--- src/hw/rtl/ofmvn_ram.sv ---
// ofmvn_ram: generic single-write, single-read memory with registered read data
// no dependencies
`timescale 1ns / 1ps

module ofmvn_ram #(
  parameter int WIDTH = 32,
  parameter int DEPTH = 64
) (
  input  logic                     clk,
  input  logic                     wr_en,
  input  logic [$clog2(DEPTH)-1:0] wr_addr,
  input  logic [WIDTH-1:0]         wr_data,
  input  logic                     rd_en,
  input  logic [$clog2(DEPTH)-1:0] rd_addr,
  output logic [WIDTH-1:0]         rd_data
);

  logic [WIDTH-1:0] mem_r [DEPTH];
  logic [WIDTH-1:0] rd_data_r;

  // write port and registered read port
  always_ff @(posedge clk) begin
    if (wr_en) begin
      mem_r[wr_addr] <= wr_data;
    end
    if (rd_en) begin
      rd_data_r <= mem_r[rd_addr];
    end
  end

  assign rd_data = rd_data_r;

endmodule

--- config.mk ---
export PLATFORM = sky130hd
export DESIGN_NAME = ofmvn_ram
export DESIGN_NICKNAME = d
export VERILOG_FILES = /design/src/hw/rtl/ofmvn_ram.sv
export SDC_FILE = /design/constraint.sdc
export NUM_CORES = 2
export LEC_CHECK = 0
export BUFFER_PORTS_ARGS = -buffer_cell sky130_fd_sc_hd__buf_2
export CAP_MARGIN = 15
export CORE_MARGIN = 2
export CORE_UTILIZATION = 57
export DETAILED_ROUTE_END_ITERATION = 7
export GPL_TIMING_DRIVEN = 0
export PLACE_DENSITY = 0.81
export SETUP_SLACK_MARGIN = 0.1
export SYNTH_ARGS = -nofsm -noshare
export SYNTH_HDL_FRONTEND = slang
export SYNTH_SLANG_ARGS = --single-unit
--- constraint.sdc ---
create_clock -name clk -period 3.55 [get_ports clk]
set_input_delay 0.355 -clock clk [delete_from_list [all_inputs] [get_ports clk]]
set_output_delay 0.355 -clock clk [all_outputs]
set_load 0.1 [all_outputs]
======== Word level (Yosys, flattened, before mapping) ========
Memories as Yosys holds them, arrays and structs flattened. A register that Yosys moved wholly into a read port is not among the register bits.
Cells that the tools add are included.
word-level totals
  bits in writable memories ............... 2048
  output and inout bits ................... 32
  bits of input ports ..................... 47
  register bits ........................... 0
  memories kept ........................... 1
cells by class
  muxes and demuxes ....................... 2
memories
  memory  words  width  read ports  clocked after Yosys merged registers in  write ports  RTL line  source
  mem_r   64     32     1           1                                        1            18        logic [WIDTH-1:0] mem_r [DEPTH];
operators by type and width
  cell               number
  1-bit two-way mux  2

======== Longest topological paths before layout ========
  word-level depth ........................ 2
  depth in mapped cells ................... 10
  gate-level depth less buffers ........... 5

======== Least setup slack after synthesis ========
No wires, ideal clock.
  kind .................................... input to register
  start ................................... in wr_addr[3]
  end ..................................... mem mem_r[48][0] (enable)
  stages .................................. 4
  buffers on the path ..................... 1
  setup slack ............................. 0.035 ns
  data arrival time ....................... 3.054 ns
  cell sequence ........................... clkbuf_1 -> nor2b_1 -> nand4b_1 -> nor3_1
RTL lines
  element      RTL line  source
  from (decl)  11        input logic [$clog2(DEPTH)-1:0] wr_addr,
  to (decl)    18
No word-level cell before the write port.

==> flow_summary.ini <==
[floorplanning]
core_area_mm2 = 0.137
dieArea_mm2 = 0.141
rows = 136
boundaryPins = 79
die_h_um = 376
initial_core_util_pct = 57.4
die_w_um = 376

[yosys]
synth.area.top_cells = edfxtp_1 (79%), mux4_2 (16%), mux2i_1 (1.2%), o22ai_1 (0.67%), nor2_1 (0.65%)
synth_top_family_by_area = multiplexers
syn_inst = 3324
synth_warnings = 0
synthAdderAreaFrac_pct = 0
mappedNetlistArea_mm2 = 0.0788
synth_compound_area_share_pct = 1.67
synth_top_area_share_pct = 79.2
synth-xor-area-share_pct = 0
postSynth.asyncResetShare_pct = 0
synth_edf_count = 2080
synth_seq_cells = 2080
synth_area_per_cell_um2 = 23.7
synthDistinctLibCells = 33
muxShareOfSynthArea_pct = 16.7
ys.flop_type = edfxtp_1
synth.net_count = 3371
synth_simple_gate_area_share_pct = 1.26
yosys.area.top_type = edfxtp_1
synth.yosys.seq_area_share_pct = 79.2

[timing]
setup_tns_ns = -1.13
layout_min_cycle_time_ns = 3.81
finalHoldViolCount = 0
setup_ws_ns = -0.259
setup_viol = 11
fmax_mhz = 263
drv_slew = 0
fin_crit_sh_pct = 107
finClkSkew_ns = 0.0441
tightest_slew_ns = 1.41
rsz0062_at_grt = yes
slew_headroom_pct = 5.84

[pwr]
seq_power_share_pct = 53.5
power_frac_clock_pct = 39.9
power.switching_mw = 11.7
p_int_mw = 39.3
irDropWorstVdd_mv = 0.463
swShare_pct = 23.0
leakage_nw = 28.2
p_comb_share_pct = 6.5
finalPower_mw = 51.0
p_per_area_mw_per_mm2 = 564

[clock_tree]
clk_latency_ns = 0.85
numCtsBuffers = 195
clk_path_buf_depth = 3
path_clk_slew_ns = 0.07
cts_tree = yes
cts.sinks = 2080
cts_root_buf = clkbuf_16
htree_levels = 4
post-cts-setup-buffers = 0

[run_status]
status = finished with violations
violations = DRC, setup timing

[final_layout]
layout.nets = 3766
fillers = 7782
syn2layout_area_growth_pct = 14.7
drive_gt1_share_pct = 29.8
final_common_cell = edfxtp_1
layout_common_cells = edfxtp_1 (2080), mux4_2 (544), clkbuf_16 (197)

[route]
routed_wl_um = 262000
drtAntennaViolNets = 0
dr_total_vias = 43600
drtPass1Iterations = 8
via_per_inst = 7.68
wire_per_inst_um = 46.2
drt_iter0_drc = 10100
route.detailed.drc = 182

[global_route]
grt_pass1_vias = 43100
busiest_layer = met2
antenna_found_initial = 26
grt_util_met3_pct = 14.5
met1_usage_pct = 45.3
grt_start_max_net_pins = 65
grt_usage_pct = 37.1
grtUsageMet2_pct = 54.5
grt_pass1_wl_um = 351000
gr-total-overflow = 0

[worst_hold_path]
hold_path.class = in -> reg

[critical_path]
cp.required_ns = 4.17
cp-start-kind = input pin
worstPathMaxFanout = 10
path_class = in -> reg
crit_arrival_ns = 4.43
crit_path_end_kind = register

[place]
dpl.hpwl_um = 151000
finalWeightedCongestion = 0.909
portBuffers = 70
dp_slack_ns = -1.13

[flow_run]
drv_cap = 0
worst max-delay path: stages:
cell	delay (ns)
buf_2	0.42
buf_2	0.51
buf_2	0.47
clkbuf_1	0.49
buf_2	0.53
mux2i_1	0.23
a21oi_1	0.92
a21oi_1	0.11
nor2_1	0.34
power groups by stage:
stage	clock [mW]	sequential [mW]	combinational, mW
4_1_cts	20.1	27.3	3.09
3_3_place_gp	0	27.8	2.81
3_5_place_dp	0	27.8	2.99
6_report	20.4	27.3	3.34
5_1_grt	21.0	27.3	3.31
2_1_floorplan	0	28.1	1.32
flip-flops by register name, indices dropped and copies added (netlist names):
signal and flops:
mem_r 2048, rd_data 32
cell type report:
cell class	instances	area, um2	share of cell area (%)
diodes	12	30.0	0.0332
multi-input cells	1062	16000	17.7
plain buffers	182	922	1.02
clock inverters	103	866	0.957
flip-flops and latches	2080	62500	69.1
well taps	1794	2240	2.48
repair buffers	198	2800	3.10
clock buffers	247	5120	5.66
metrics by stage:
stage | utilization (%) | hold WS (ns) | instance area, um2 | cells
detailed placement | 61.0 | 0.881 | 83800 | 5279
finish | 65.9 | 0.0202 | 90500 | 5678
CTS | 65.4 | 0.0215 | 89800 | 5629
global route | 65.9 | 0.0103 | 90400 | 5671
global placement | 59.3 | 0.961 | 81400 | 5188
floorplan | - | 0.454 | 78800 | 3324
Yosys cell counts, drive strengths merged, types with 3 or more instances:
library cell  count
a21oi            62
o221ai           27
or2               3
mux2i            93
nor2            137
nor3              7
clkbuf           74
nand2b            8
or3               3
a311oi            8
o22ai            84
or3b              5
and3              4
buf             108
mux4            544
nor2b            15
a41o              4
nand2            26
o32ai             4
a22oi            12
edfxtp         2080
nand3             5
nand3b            5
logic make-up after synthesis:
| kind of cell | after synthesis |
|---|---|
| AND/OR/NAND/NOR | 223 |
| AO/OA/AOI/OAI | 202 |
| flip-flops | 2080 |
| buffers and inverters | 182 |
| multiplexers | 637 |
routing by layer:
| layer | wire [um] | share of wire, % | vias up |
|---|---|---|---|
| met5 | 425 | 0.16 | - |
| met4 | 23500 | 9.0 | 24 |
| li1 | - | - | 15100 |
| met3 | 47000 | 18 | 1392 |
| met1 | 74400 | 28 | 21600 |
| met2 | 117000 | 45 | 5527 |
timing repair:
action | 4_1_cts | 5_1_grt
hold endpoints to repair | 0 | 200
resized for setup | 9 | 27
hold buffers | 0 | 15
endpoints found under the setup margin | 9 | 11
cloned | 0 | 0
final timing paths:
path | slack, ns | cells after the start | end | start
min reg2reg | 1.02 | 4 | rd_data[20]$_DFFE_PP_ | mem_r[29][20]$_DFFE_PP_
max | -0.26 | 9 | rd_data[10]$_DFFE_PP_ | rd_addr[1]
max reg2reg | 0.63 | 4 | rd_data[21]$_DFFE_PP_ | mem_r[26][21]$_DFFE_PP_
min | 0.02 | 1 | mem_r[40][1]$_DFFE_PP_ | wr_data[1]
Note: power is estimated with default switching activity, not from simulation.
